### src/rtl/core/pcgs_pkg.sv
// ----------------------------------------------------------------------------
// Probe capture gain sequencer package
// Phase, command, probe source and config codes and reset values for the core.
// ----------------------------------------------------------------------------
package pcgs_pkg;

    typedef enum logic [2:0] {
        PH_IDLE    = 3'd0,
        PH_FADE    = 3'd1,
        PH_PROBE   = 3'd2,
        PH_TAIL    = 3'd3,
        PH_CAPT    = 3'd4,
        PH_ANAL    = 3'd5,
        PH_RAMP    = 3'd6
    } phase_t;

    localparam logic [2:0] MODE_TICK   = 3'd0;
    localparam logic [2:0] MODE_ARM    = 3'd1;
    localparam logic [2:0] MODE_CANCEL = 3'd2;
    localparam logic [2:0] MODE_RESUME = 3'd3;
    localparam logic [2:0] MODE_START  = 3'd4;

    localparam logic [1:0] PROBE_NONE    = 2'd0;
    localparam logic [1:0] PROBE_SILENCE = 2'd1;
    localparam logic [1:0] PROBE_SWEEP   = 2'd2;

    localparam logic [1:0] CFG_SWEEP_LENGTH   = 2'd0;
    localparam logic [1:0] CFG_CAPTURE_LENGTH = 2'd1;
    localparam logic [1:0] CFG_MUTE_STEP      = 2'd2;
    localparam logic [1:0] CFG_RAMP_STEP      = 2'd3;

    localparam int SWEEP_LENGTH_RESET   = 48000;
    localparam int CAPTURE_LENGTH_RESET = 96000;
    localparam int MUTE_STEP_RESET      = 68;
    localparam int RAMP_STEP_RESET      = 68;

endpackage

### src/rtl/core/pcgs_gain_apply.sv
// ----------------------------------------------------------------------------
// Gain multiplier
// Multiplies a signed sample by an unsigned fixed point gain and floors the
// product back to the sample width with an arithmetic shift.
// ----------------------------------------------------------------------------
module pcgs_gain_apply #(
    parameter int SAMPLE_BITS    = 24,
    parameter int GAIN_FRAC_BITS = 15
) (
    input  logic signed [SAMPLE_BITS-1:0]    sample,
    input  logic        [GAIN_FRAC_BITS:0]   gain,
    output logic signed [SAMPLE_BITS-1:0]    gained
);

    localparam int PROD_BITS = SAMPLE_BITS + GAIN_FRAC_BITS + 2;

    logic signed [GAIN_FRAC_BITS+1:0] gain_s;
    logic signed [PROD_BITS-1:0]      product;
    logic signed [PROD_BITS-1:0]      shifted;

    assign gain_s  = $signed({1'b0, gain});
    assign product = PROD_BITS'(sample) * PROD_BITS'(gain_s);
    assign shifted = product >>> GAIN_FRAC_BITS;
    assign gained  = shifted[SAMPLE_BITS-1:0];

endmodule

### src/rtl/core/probe_capture_gain_sequencer_core.sv
// ----------------------------------------------------------------------------
// Probe capture gain sequencer core
// Per-sample sequencer for one measurement run: probe source selection,
// capture addressing and output gain fade, mute and ramp.
// ----------------------------------------------------------------------------
// The input channel carries one transaction per audio sample tick or per
// command (arm, cancel, resume, start analysis). Every transaction produces
// exactly one result transaction on the output channel.
// An accepted transaction is held in an input register; once the output
// side advances, the sequencer logic and the two gain multipliers evaluate
// it against the run state and load the result register, which presents
// the result. One transaction is taken in every cycle while the output
// side keeps up. The run state is updated in the same cycle the result
// register loads, so consecutive transactions see each other's effect.
// When the receiver stalls, the result register holds its transaction and
// the input register still takes one more; only then does in_stall rise.
// Configuration writes on cfg_write/cfg_index/cfg_data take effect at the
// next clock edge and are meant to happen while no transaction is in flight.
// Reset clears both pipeline stages, sets the phase to idle, the gain to
// unity and the counters to zero, and restores the default register values.
// ----------------------------------------------------------------------------
module probe_capture_gain_sequencer_core
    import pcgs_pkg::*;
#(
    parameter int SAMPLE_BITS    = 24,
    parameter int INDEX_BITS     = 20,
    parameter int GAIN_FRAC_BITS = 15
) (
    input  logic                          clk,
    input  logic                          rst_n,

    input  logic                          cfg_write,
    input  logic [1:0]                    cfg_index,
    input  logic [((INDEX_BITS > GAIN_FRAC_BITS) ? INDEX_BITS : GAIN_FRAC_BITS + 1)-1:0]
                                          cfg_data,

    input  logic                          in_valid,
    output logic                          in_stall,
    input  logic [2:0]                    mode,
    input  logic signed [SAMPLE_BITS-1:0] out_left,
    input  logic signed [SAMPLE_BITS-1:0] out_right,
    input  logic signed [SAMPLE_BITS-1:0] chain_left,
    input  logic signed [SAMPLE_BITS-1:0] chain_right,

    output logic                          out_valid,
    input  logic                          out_stall,
    output logic signed [SAMPLE_BITS-1:0] gained_left,
    output logic signed [SAMPLE_BITS-1:0] gained_right,
    output logic [1:0]                    probe_kind,
    output logic [INDEX_BITS-1:0]         probe_index,
    output logic                          capture_write,
    output logic [INDEX_BITS-1:0]         capture_index,
    output logic signed [SAMPLE_BITS-1:0] capture_left,
    output logic signed [SAMPLE_BITS-1:0] capture_right,
    output logic [2:0]                    phase_code,
    output logic [GAIN_FRAC_BITS:0]       gain_now,
    output logic [INDEX_BITS-1:0]         captured_count
);

    localparam int G = GAIN_FRAC_BITS + 1;
    localparam logic [G-1:0] UNITY = {1'b1, {GAIN_FRAC_BITS{1'b0}}};
    localparam logic [INDEX_BITS-1:0] INDEX_MAX = {INDEX_BITS{1'b1}};

    // Configuration registers.
    logic [INDEX_BITS-1:0] sweep_length_reg;
    logic [INDEX_BITS-1:0] capture_length_reg;
    logic [G-1:0]          mute_step_reg;
    logic [G-1:0]          ramp_step_reg;

    always_ff @(posedge clk or negedge rst_n)
    begin
        if (!rst_n)
        begin
            sweep_length_reg   <= INDEX_BITS'(SWEEP_LENGTH_RESET);
            capture_length_reg <= INDEX_BITS'(CAPTURE_LENGTH_RESET);
            mute_step_reg      <= G'(MUTE_STEP_RESET);
            ramp_step_reg      <= G'(RAMP_STEP_RESET);
        end
        else if (cfg_write)
        begin
            case (cfg_index)
                CFG_SWEEP_LENGTH:   sweep_length_reg   <= cfg_data[INDEX_BITS-1:0];
                CFG_CAPTURE_LENGTH: capture_length_reg <= cfg_data[INDEX_BITS-1:0];
                CFG_MUTE_STEP:      mute_step_reg      <= cfg_data[G-1:0];
                CFG_RAMP_STEP:      ramp_step_reg      <= cfg_data[G-1:0];
                default:            ;
            endcase
        end
    end

    // Input register stage.
    logic                          in_valid_reg;
    logic [2:0]                    mode_reg;
    logic signed [SAMPLE_BITS-1:0] out_left_reg;
    logic signed [SAMPLE_BITS-1:0] out_right_reg;
    logic signed [SAMPLE_BITS-1:0] chain_left_reg;
    logic signed [SAMPLE_BITS-1:0] chain_right_reg;

    logic out_valid_reg;
    logic advance;
    logic in_accept;
    logic fire;

    assign advance   = !out_valid_reg || !out_stall;
    assign in_stall  = in_valid_reg && !advance;
    assign in_accept = in_valid && !in_stall;
    assign fire      = in_valid_reg && advance;

    always_ff @(posedge clk or negedge rst_n)
    begin
        if (!rst_n)
        begin
            in_valid_reg <= 1'b0;
        end
        else if (in_accept)
        begin
            in_valid_reg <= 1'b1;
        end
        else if (advance)
        begin
            in_valid_reg <= 1'b0;
        end
    end

    always_ff @(posedge clk)
    begin
        if (in_accept)
        begin
            mode_reg        <= mode;
            out_left_reg    <= out_left;
            out_right_reg   <= out_right;
            chain_left_reg  <= chain_left;
            chain_right_reg <= chain_right;
        end
    end

    // Run state.
    phase_t                phase_reg;
    phase_t                phase_next;
    logic [G-1:0]          gain_reg;
    logic [G-1:0]          gain_next;
    logic [INDEX_BITS-1:0] probe_position_reg;
    logic [INDEX_BITS-1:0] probe_position_next;
    logic [INDEX_BITS-1:0] written_count_reg;
    logic [INDEX_BITS-1:0] written_count_next;

    // Intermediate tick results.
    logic                  is_tick;
    phase_t                phase_after_probe;
    phase_t                phase_after_capture;
    logic [INDEX_BITS-1:0] position_inc;
    logic [INDEX_BITS-1:0] count_inc;
    logic                  tick_capture;
    logic [G-1:0]          tick_gain;
    phase_t                tick_phase;
    logic [G-1:0]          room;

    assign is_tick = (mode_reg == MODE_TICK);

    always_comb
    begin
        position_inc = (probe_position_reg != INDEX_MAX) ?
                       probe_position_reg + 1'b1 : probe_position_reg;
        count_inc    = written_count_reg + 1'b1;

        phase_after_probe = phase_reg;
        if (phase_reg == PH_PROBE && position_inc >= sweep_length_reg)
        begin
            phase_after_probe = PH_TAIL;
        end

        tick_capture        = 1'b0;
        phase_after_capture = phase_after_probe;
        if (phase_after_probe == PH_PROBE || phase_after_probe == PH_TAIL)
        begin
            tick_capture = (written_count_reg < capture_length_reg);
            if ((tick_capture ? count_inc : written_count_reg) >= capture_length_reg)
            begin
                phase_after_capture = PH_CAPT;
            end
        end

        room       = (gain_reg < UNITY) ? UNITY - gain_reg : '0;
        tick_phase = phase_after_capture;
        case (phase_after_capture)
            PH_IDLE:
            begin
                tick_gain = UNITY;
            end
            PH_FADE:
            begin
                tick_gain = (gain_reg > mute_step_reg) ? gain_reg - mute_step_reg : '0;
                if (tick_gain == '0)
                begin
                    tick_phase = PH_PROBE;
                end
            end
            PH_RAMP:
            begin
                tick_gain = (ramp_step_reg >= room) ? UNITY : gain_reg + ramp_step_reg;
                if (tick_gain >= UNITY)
                begin
                    tick_phase = PH_IDLE;
                end
            end
            default:
            begin
                tick_gain = '0;
            end
        endcase
    end

    // Next state.
    always_comb
    begin
        phase_next          = phase_reg;
        gain_next           = gain_reg;
        probe_position_next = probe_position_reg;
        written_count_next  = written_count_reg;
        case (mode_reg)
            MODE_TICK:
            begin
                phase_next = tick_phase;
                gain_next  = tick_gain;
                if (phase_reg == PH_PROBE || phase_reg == PH_TAIL)
                begin
                    probe_position_next = position_inc;
                end
                if (tick_capture)
                begin
                    written_count_next = count_inc;
                end
            end
            MODE_ARM:
            begin
                if (phase_reg == PH_IDLE)
                begin
                    probe_position_next = '0;
                    written_count_next  = '0;
                    phase_next          = PH_FADE;
                end
            end
            MODE_CANCEL:
            begin
                if (phase_reg != PH_IDLE)
                begin
                    phase_next = PH_RAMP;
                end
            end
            MODE_RESUME:
            begin
                if (phase_reg == PH_ANAL)
                begin
                    phase_next = PH_RAMP;
                end
            end
            MODE_START:
            begin
                if (phase_reg == PH_CAPT)
                begin
                    phase_next = PH_ANAL;
                end
                else if (phase_reg != PH_IDLE)
                begin
                    phase_next = PH_RAMP;
                end
            end
            default:
            begin
            end
        endcase
    end

    always_ff @(posedge clk or negedge rst_n)
    begin
        if (!rst_n)
        begin
            phase_reg          <= PH_IDLE;
            gain_reg           <= UNITY;
            probe_position_reg <= '0;
            written_count_reg  <= '0;
        end
        else if (fire)
        begin
            phase_reg          <= phase_next;
            gain_reg           <= gain_next;
            probe_position_reg <= probe_position_next;
            written_count_reg  <= written_count_next;
        end
    end

    // Result fields.
    logic signed [SAMPLE_BITS-1:0] mult_left;
    logic signed [SAMPLE_BITS-1:0] mult_right;

    pcgs_gain_apply #(
        .SAMPLE_BITS    (SAMPLE_BITS),
        .GAIN_FRAC_BITS (GAIN_FRAC_BITS)
    ) u_gain_left (
        .sample (out_left_reg),
        .gain   (tick_gain),
        .gained (mult_left)
    );

    pcgs_gain_apply #(
        .SAMPLE_BITS    (SAMPLE_BITS),
        .GAIN_FRAC_BITS (GAIN_FRAC_BITS)
    ) u_gain_right (
        .sample (out_right_reg),
        .gain   (tick_gain),
        .gained (mult_right)
    );

    logic signed [SAMPLE_BITS-1:0] gained_left_next;
    logic signed [SAMPLE_BITS-1:0] gained_right_next;
    logic [1:0]                    probe_kind_next;
    logic [INDEX_BITS-1:0]         probe_index_next;
    logic                          capture_write_next;
    logic [INDEX_BITS-1:0]         capture_index_next;
    logic signed [SAMPLE_BITS-1:0] capture_left_next;
    logic signed [SAMPLE_BITS-1:0] capture_right_next;

    always_comb
    begin
        gained_left_next   = '0;
        gained_right_next  = '0;
        probe_kind_next    = PROBE_NONE;
        probe_index_next   = '0;
        capture_write_next = 1'b0;
        capture_index_next = '0;
        capture_left_next  = '0;
        capture_right_next = '0;
        if (is_tick)
        begin
            gained_left_next  = mult_left;
            gained_right_next = mult_right;
            if (phase_reg == PH_FADE)
            begin
                probe_kind_next = PROBE_SILENCE;
            end
            else if (phase_reg == PH_PROBE || phase_reg == PH_TAIL)
            begin
                if (probe_position_reg < sweep_length_reg)
                begin
                    probe_kind_next  = PROBE_SWEEP;
                    probe_index_next = probe_position_reg;
                end
                else
                begin
                    probe_kind_next = PROBE_SILENCE;
                end
            end
            if (tick_capture)
            begin
                capture_write_next = 1'b1;
                capture_index_next = written_count_reg;
                capture_left_next  = chain_left_reg;
                capture_right_next = chain_right_reg;
            end
        end
    end

    // Result register stage.
    logic signed [SAMPLE_BITS-1:0] gained_left_reg;
    logic signed [SAMPLE_BITS-1:0] gained_right_reg;
    logic [1:0]                    probe_kind_reg;
    logic [INDEX_BITS-1:0]         probe_index_reg;
    logic                          capture_write_reg;
    logic [INDEX_BITS-1:0]         capture_index_reg;
    logic signed [SAMPLE_BITS-1:0] capture_left_reg;
    logic signed [SAMPLE_BITS-1:0] capture_right_reg;
    logic [2:0]                    phase_code_reg;
    logic [G-1:0]                  gain_now_reg;
    logic [INDEX_BITS-1:0]         captured_count_reg;

    always_ff @(posedge clk or negedge rst_n)
    begin
        if (!rst_n)
        begin
            out_valid_reg <= 1'b0;
        end
        else if (advance)
        begin
            out_valid_reg <= in_valid_reg;
        end
    end

    always_ff @(posedge clk)
    begin
        if (fire)
        begin
            gained_left_reg    <= gained_left_next;
            gained_right_reg   <= gained_right_next;
            probe_kind_reg     <= probe_kind_next;
            probe_index_reg    <= probe_index_next;
            capture_write_reg  <= capture_write_next;
            capture_index_reg  <= capture_index_next;
            capture_left_reg   <= capture_left_next;
            capture_right_reg  <= capture_right_next;
            phase_code_reg     <= phase_next;
            gain_now_reg       <= gain_next;
            captured_count_reg <= written_count_next;
        end
    end

    assign out_valid      = out_valid_reg;
    assign gained_left    = gained_left_reg;
    assign gained_right   = gained_right_reg;
    assign probe_kind     = probe_kind_reg;
    assign probe_index    = probe_index_reg;
    assign capture_write  = capture_write_reg;
    assign capture_index  = capture_index_reg;
    assign capture_left   = capture_left_reg;
    assign capture_right  = capture_right_reg;
    assign phase_code     = phase_code_reg;
    assign gain_now       = gain_now_reg;
    assign captured_count = captured_count_reg;

    // Assertions.
    a_capture_count: assert property (@(posedge clk) disable iff (!rst_n)
        out_valid && capture_write |-> captured_count == capture_index + 1'b1)
        else $error("captured count does not follow the capture address");

    a_capture_phase: assert property (@(posedge clk) disable iff (!rst_n)
        out_valid && capture_write |->
            (phase_code == PH_PROBE || phase_code == PH_TAIL || phase_code == PH_CAPT))
        else $error("capture write outside the capture phases");

    a_sweep_muted: assert property (@(posedge clk) disable iff (!rst_n)
        out_valid && probe_kind == PROBE_SWEEP |-> gain_now == '0)
        else $error("output not muted while the sweep plays");

    a_idle_unity: assert property (@(posedge clk) disable iff (!rst_n)
        fire && is_tick && phase_reg == PH_IDLE |=> gain_reg == UNITY)
        else $error("idle tick did not restore unity gain");

endmodule
### config.mk
export PLATFORM = sky130hd
export DESIGN_NAME = probe_capture_gain_sequencer_core
export DESIGN_NICKNAME = d
export VERILOG_FILES = /design/src/rtl/core/pcgs_pkg.sv /design/src/rtl/core/pcgs_gain_apply.sv /design/src/rtl/core/probe_capture_gain_sequencer_core.sv
export SDC_FILE = /design/constraint.sdc
export NUM_CORES = 2
export LEC_CHECK = 0
export ABC_AREA = 1
export ABC_CLOCK_PERIOD_IN_PS = 7900
export BUFFER_PORTS_ARGS = -buffer_cell sky130_fd_sc_hd__buf_2
export CORE_UTILIZATION = 57
export DETAILED_ROUTE_END_ITERATION = 8
export MAX_ROUTING_LAYER = met4
export PLACE_DENSITY = 0.79
export SYNTH_ARGS = -nofsm -noshare
export SYNTH_HDL_FRONTEND = slang
export SYNTH_SLANG_ARGS = --single-unit
### constraint.sdc
create_clock -name clk -period 7.9 [get_ports clk]
set_input_delay 1.58 -clock clk [delete_from_list [all_inputs] [get_ports clk]]
set_output_delay 1.58 -clock clk [all_outputs]
set_load 0.02 [all_outputs]
Yosys cells after proc, flatten, opt, wreduce, memory -nomap -nowiden
Cells that the tools add are included.
{"block": "op_classes", "n_addsub": 5, "n_mul": 2, "magnitude_cmp": 8, "n_eq_ne": 19, "n_mux": 31, "n_bitwise": 3, "reduce_logical": 27}
{"operator": "$mux W20", "count": 6}
{"operator": "$pmux W20 S2", "count": 2}
{"operator": "$mul A24 B17 Y39", "count": 2}
{"operator": "$mux W16", "count": 4}
{"operator": "$pmux W16 S3", "count": 1}
{"operator": "$add A20 B1 Y20 const B", "count": 2}
{"operator": "$ge A20 B20 Y1", "count": 2}
{"operator": "$lt A20 B20 Y1", "count": 2}
{"operator": "$mux W3", "count": 9}
{"operator": "$ne A20 B20 Y1 const B", "count": 1}
{"operator": "$eq A3 B2 Y1 const B", "count": 6}
{"operator": "$add A16 B16 Y16", "count": 1}
{"operator": "$ge A16 B16 Y1", "count": 1}
{"operator": "$ge A16 B16 Y1 const B", "count": 1}
{"operator": "$gt A16 B16 Y1", "count": 1}
{"operator": "$logic_not A16 Y1", "count": 1}
{"operator": "$lt A16 B16 Y1 const B", "count": 1}
{"operator": "$sub A16 B16 Y16", "count": 1}
{"operator": "$sub A16 B16 Y16 const A", "count": 1}
{"operator": "$pmux W3 S5", "count": 1}
{"operator": "$eq A3 B3 Y1 const B", "count": 4}
{"operator": "$reduce_and A2 Y1", "count": 5}
{"operator": "$eq A3 B1 Y1 const B", "count": 3}
{"operator": "$logic_not A3 Y1", "count": 3}
{"operator": "other kinds (17)", "count": 34}
{"block": "totals", "ff_bits": 410, "word_cells": 122}

Depth between registers and ports, before layout
{"block": "depth", "ltp_word": 11, "ltp_mapped": 57}

Modules after synthesis
A second synthesis with hierarchy kept.
{"block": "unflattened", "cells_unflattened": 6114, "hier_area_um2": 49791.5}
{"mod": "probe_capture_gain_sequencer_core", "n_inst": 1, "cells_each": 2175, "area_per_inst_um2": 20852.5, "seq_area_each_um2": 11669.9}
{"mod": "pcgs_gain_apply at u_gain_left", "n_inst": 1, "cells_each": 1977, "area_per_inst_um2": 14500.2, "seq_area_each_um2": 0.0}
{"mod": "pcgs_gain_apply at u_gain_right", "n_inst": 1, "cells_each": 1962, "area_per_inst_um2": 14438.8, "seq_area_each_um2": 0.0}

Least setup slack after synthesis
OpenSTA, ideal clock, no wires.
{"block": "synth_path", "path_type": "register to register", "start": "reg gain_reg[1]", "end": "reg gained_left_reg[23], in the netlist gained_left[23] (data pin)", "setup_time_ps": 255, "arrival_time_ps": 8308, "required_time_ps": 7645, "path_slack_ps": -662, "stages_incl_launch_ff": 51, "n_path_buf": 0, "synth_period_minus_slack_ps": 8562, "path_cell_list": "dfrtp_1 -> inv_1 -> ha_1 -> nand2_1 -> nor2_1 -> inv_1 -> nor2_1 -> inv_1 -> nor2_1 -> inv_1 -> nor2_1 -> inv_1 -> nor3_1 -> nand4_1 -> nor2_1 -> nand2_1 -> nand2_1 -> nand3_1 -> [... 15 more ...] -> fa_1 -> fa_1 -> inv_1 -> fa_1 -> fa_1 -> fa_1 -> fa_1 -> ha_1 -> nand2_1 -> nor2_1 -> inv_1 -> nor4_1 -> nand3_1 -> nand3_1 -> xor2_1 -> nand3_1 -> nand2_1 -> nor2_1"}
{"block": "synth_via", "elab_chain_len": 6}
{"element": "start, declared", "line": "probe_capture_gain_sequencer_core.sv:140", "rtl": "logic [G-1:0] gain_reg;"}
{"element": "start signal, assigned", "line": "probe_capture_gain_sequencer_core.sv:286", "rtl": "gain_reg <= gain_next;"}
{"element": "$sub A16 B16 Y16 / $lt A16 B16 Y1 (equally long branches)", "line": "probe_capture_gain_sequencer_core.sv:183", "rtl": "room = (gain_reg < UNITY) ? UNITY - gain_reg : '0;"}
{"element": "$mux W16", "line": "probe_capture_gain_sequencer_core.sv:183"}
{"element": "$ge A16 B16 Y1", "line": "probe_capture_gain_sequencer_core.sv:200", "rtl": "tick_gain = (ramp_step_reg >= room) ? UNITY : gain_reg + ramp_step_reg;"}
{"element": "$mux W16", "line": "probe_capture_gain_sequencer_core.sv:200"}
{"element": "$pmux W16 S3 *", "line": "probe_capture_gain_sequencer_core.sv:185", "rtl": "case (phase_after_capture)"}
{"element": "$mul A24 B17 Y39 *", "line": "pcgs_gain_apply.sv:22", "rtl": "assign product = PROD_BITS'(sample) * PROD_BITS'(gain_s);"}
{"element": "end signal, assigned", "line": "probe_capture_gain_sequencer_core.sv:392", "rtl": "gained_left_reg <= gained_left_next;"}
{"element": "end, declared", "line": "probe_capture_gain_sequencer_core.sv:364", "rtl": "logic signed [SAMPLE_BITS-1:0] gained_left_reg;"}
Mark *: on every way between the ends. The rest lies on a longest branch, timed or not.
A chain may end at the register's enable or synchronous reset.

Final worst setup path
{"block": "layout_path", "start": "reg gain_reg[0]", "end": "reg gained_left_reg[20], in the netlist gained_left[20] (data pin)"}
The elaborated chain is that of the path after synthesis.

==> reports/results.ini <==
[outcome]
status = complete, but fails checks
violations = design-rule violations, negative setup slack

[timing]
clock_skew_ps = 49.6
tightest_slew_ps = 1210
finalCriticalPeriod_ps = 9010
setup_slack_ps = -1110
setup_viol = 48
finalHoldViolCount = 0
max_freq_ghz = 0.111
tns_ps = -40510
maxSlewViolCount = 0
fin_crit_sh = 1.14
slew-limit-headroom = 0.190
grt_setup_unrepaired = true

[yosys]
synth_nets = 6569
syn-cell-area_sq_um = 47200
synthFlopType = edfxtp_1
synth_cell_types = 62
netlist_top_cells_count = inv_1, nand2_1, fa_1
yosys_register_bits = 410
yosys.area.top_type_share = 0.309
async_flop_share = 0.324
avgSynthCellArea_sq_um = 8.73
yosys_warnings = 0
synth-edff-count = 277
yosysSeqAreaShare = 0.247
synth_top_area_cell = fa_1
synth_area_leaders = fa_1, edfxtp_1, inv_1, ha_1, nand2_1
yosysMostFrequentCell = inv_1
synth_cells = 5399

[drt]
wl_um = 142000
viasPerCell = 5.50
first_iter_violations = 2898
post-route-drc-count = 4
ant_nets = 0
dr.pass1.iters = 9
vias = 39600
wl_per_cell_um = 19.7

[power_and_ir_drop]
pwr_density_cell_nw_per_um2 = 338
leakagePower_uw = 0.0286
ir_worst_vdd_mv = 0.294

[cells_and_area]
regArea_sq_um = 11700
area_growth_pct = 22.7
multi_input_area_sq_um = 32200
num-fill-cells = 6055
drive_gt1_frac = 0.235
nets = 7255
fin_util = 0.706
final_cells = 7203

[setup_path]
path_max_fanout = 7
worst_path_largest_cell_delay_ps = 570
worst-endpoint-arrival_ps = 9380
path_class = reg -> reg
cp-end-kind = flop
start_kind = flop
slowest_stage = fa_1
critical_path_required_ps = 8270
cpMostUsedCell = fa_1

[grt]
grt_overflow = 0
track_usage = 0.348
grt_max_degree = 156
grt_pass1_wl_um = 217000
grt_pass1_vias = 41000
antenna_found_initial = 10

[clocking]
cts_sinks = 410
clk_latency_ps = 650
clock_path_buffers = 3
cts_buffers = 46
holdBufCountCts = 0
htree_levels = 2
clk_pin_slew_ps = 60
cts-root-buf = clkbuf_16
cts_tree = built

[placed_design]
dp_hpwl_um = 107000
place_congestion = 0.992
dp.cells = 7015
port_buffers = 305

[die]
die-area_sq_um = 83900
rows = 105
ioPinCount = 306
start_util = 0.575
die_h_um = 290
die_x_um = 290
core_sq_um = 82000

[min_path]
min_path_type = reg -> reg

[job]
drv_cap = 0

layer usage:
layer,track usage,vias to the layer above,part of all wire
li1,-,17800,-
met1,0.412,19400,0.36
met2,0.581,1818,0.49
met3,0.0611,529,0.088
met4,0.160,0,0.056
met5,-,-,0
worst max-delay path: cells and delay by family, from the launching register on:
kind	cells	cell delay (ps)
buf+inv	12	1140
simple gates	18	2180
fa+ha+maj	8	3800
compound gates	9	1190
flops	1	380
metrics by stage:
stage	setup slack [ps]	hold WS (ps)	total power, uW	area [sq um]
2_1_floorplan	-197	434	10600	47800
3_3_place_gp	-1040	466	14700	53300
3_5_place_dp	-1220	475	15100	53300
4_1_cts	-920	489	18500	56600
5_1_grt	-1490	497	21100	57900
6_report	-1110	478	19500	57900
what timing repair did:
action,CTS,global route
pin swaps,151,173
cloned,4,3
endpoints found under the hold margin,0,0
gates resized for setup,297,247
setup endpoints to repair,48,48
buffers inserted,56,34
cells in the final DEF, fill, tap and decap left out, drive strengths merged, types with 3 or more instances in the layout:
| cell type | n |
|---|---|
| a221oi | 3 |
| o21a | 20 |
| clkbuf | 62 |
| nand3b | 4 |
| or2 | 8 |
| o221ai | 3 |
| dfstp | 19 |
| diode | 10 |
| nand3 | 116 |
| nand2 | 1031 |
| nor3 | 40 |
| a21oi | 232 |
| a21o | 6 |
| a21boi | 10 |
| o21ai | 271 |
| a31oi | 13 |
| xor2 | 48 |
| and2 | 4 |
| ha | 316 |
| nor2 | 565 |
| dfrtp | 114 |
| nor4 | 19 |
| buf | 809 |
| clkinvlp | 6 |
| o21bai | 14 |
| edfxtp | 277 |
| o211ai | 5 |
| bufinv | 3 |
| xnor2 | 19 |
| inv | 1273 |
| o22ai | 12 |
| fa | 728 |
| a211oi | 5 |
| nand4 | 37 |
| clkinv | 19 |
power breakdown:
group | leakage, uW | switching [uW] | total, uW | internal [uW]
logic | 0.0234 | 8000 | 14200 | 6210
clock network | 0.000734 | 991 | 2230 | 1240
registers | 0.00439 | 367 | 3100 | 2730
total | 0.0286 | 9360 | 19500 | 10200
cell families (layout without fill, tap and decap cells):
kind of cell | after synthesis | in the layout | share of synthesized area
simple gates | 1825 | 1825 | 0.158
buf+inv | 1448 | 2172 | 0.118
fa+ha+maj | 1044 | 1044 | 0.393
compound gates | 605 | 605 | 0.0702
flops | 410 | 410 | 0.247
xor+xnor | 67 | 67 | 0.0124
other cells | 0 | 10 | 0
layout make-up:
class	count	share of cell area
Multi-Input combinational cell	3541	0.557
Sequential cell	410	0.202
Timing Repair Buffer	812	0.107
Inverter	1274	0.0832
Tap cell	1070	0.0231
Clock buffer	59	0.0216
Clock inverter	27	0.00517
Antenna cell	10	0.000432
worst paths after layout:
path	start	to	slack, ps	cells after the start
worst max-delay path	gain_reg[0]	gained_left[20]	-1110	47
worst min-delay path	in_valid_reg	out_valid	480	2
worst max register to register	gain_reg[0]	gained_left[20]	-1110	47
worst min register to register	in_valid_reg	out_valid	480	2
max in group asynchronous	rst_n	mute_step_reg[12]	5630	2
min in group asynchronous	rst_n	capture_length_reg[0]	970	1
Note: power is estimated with default switching activity, not from simulation.
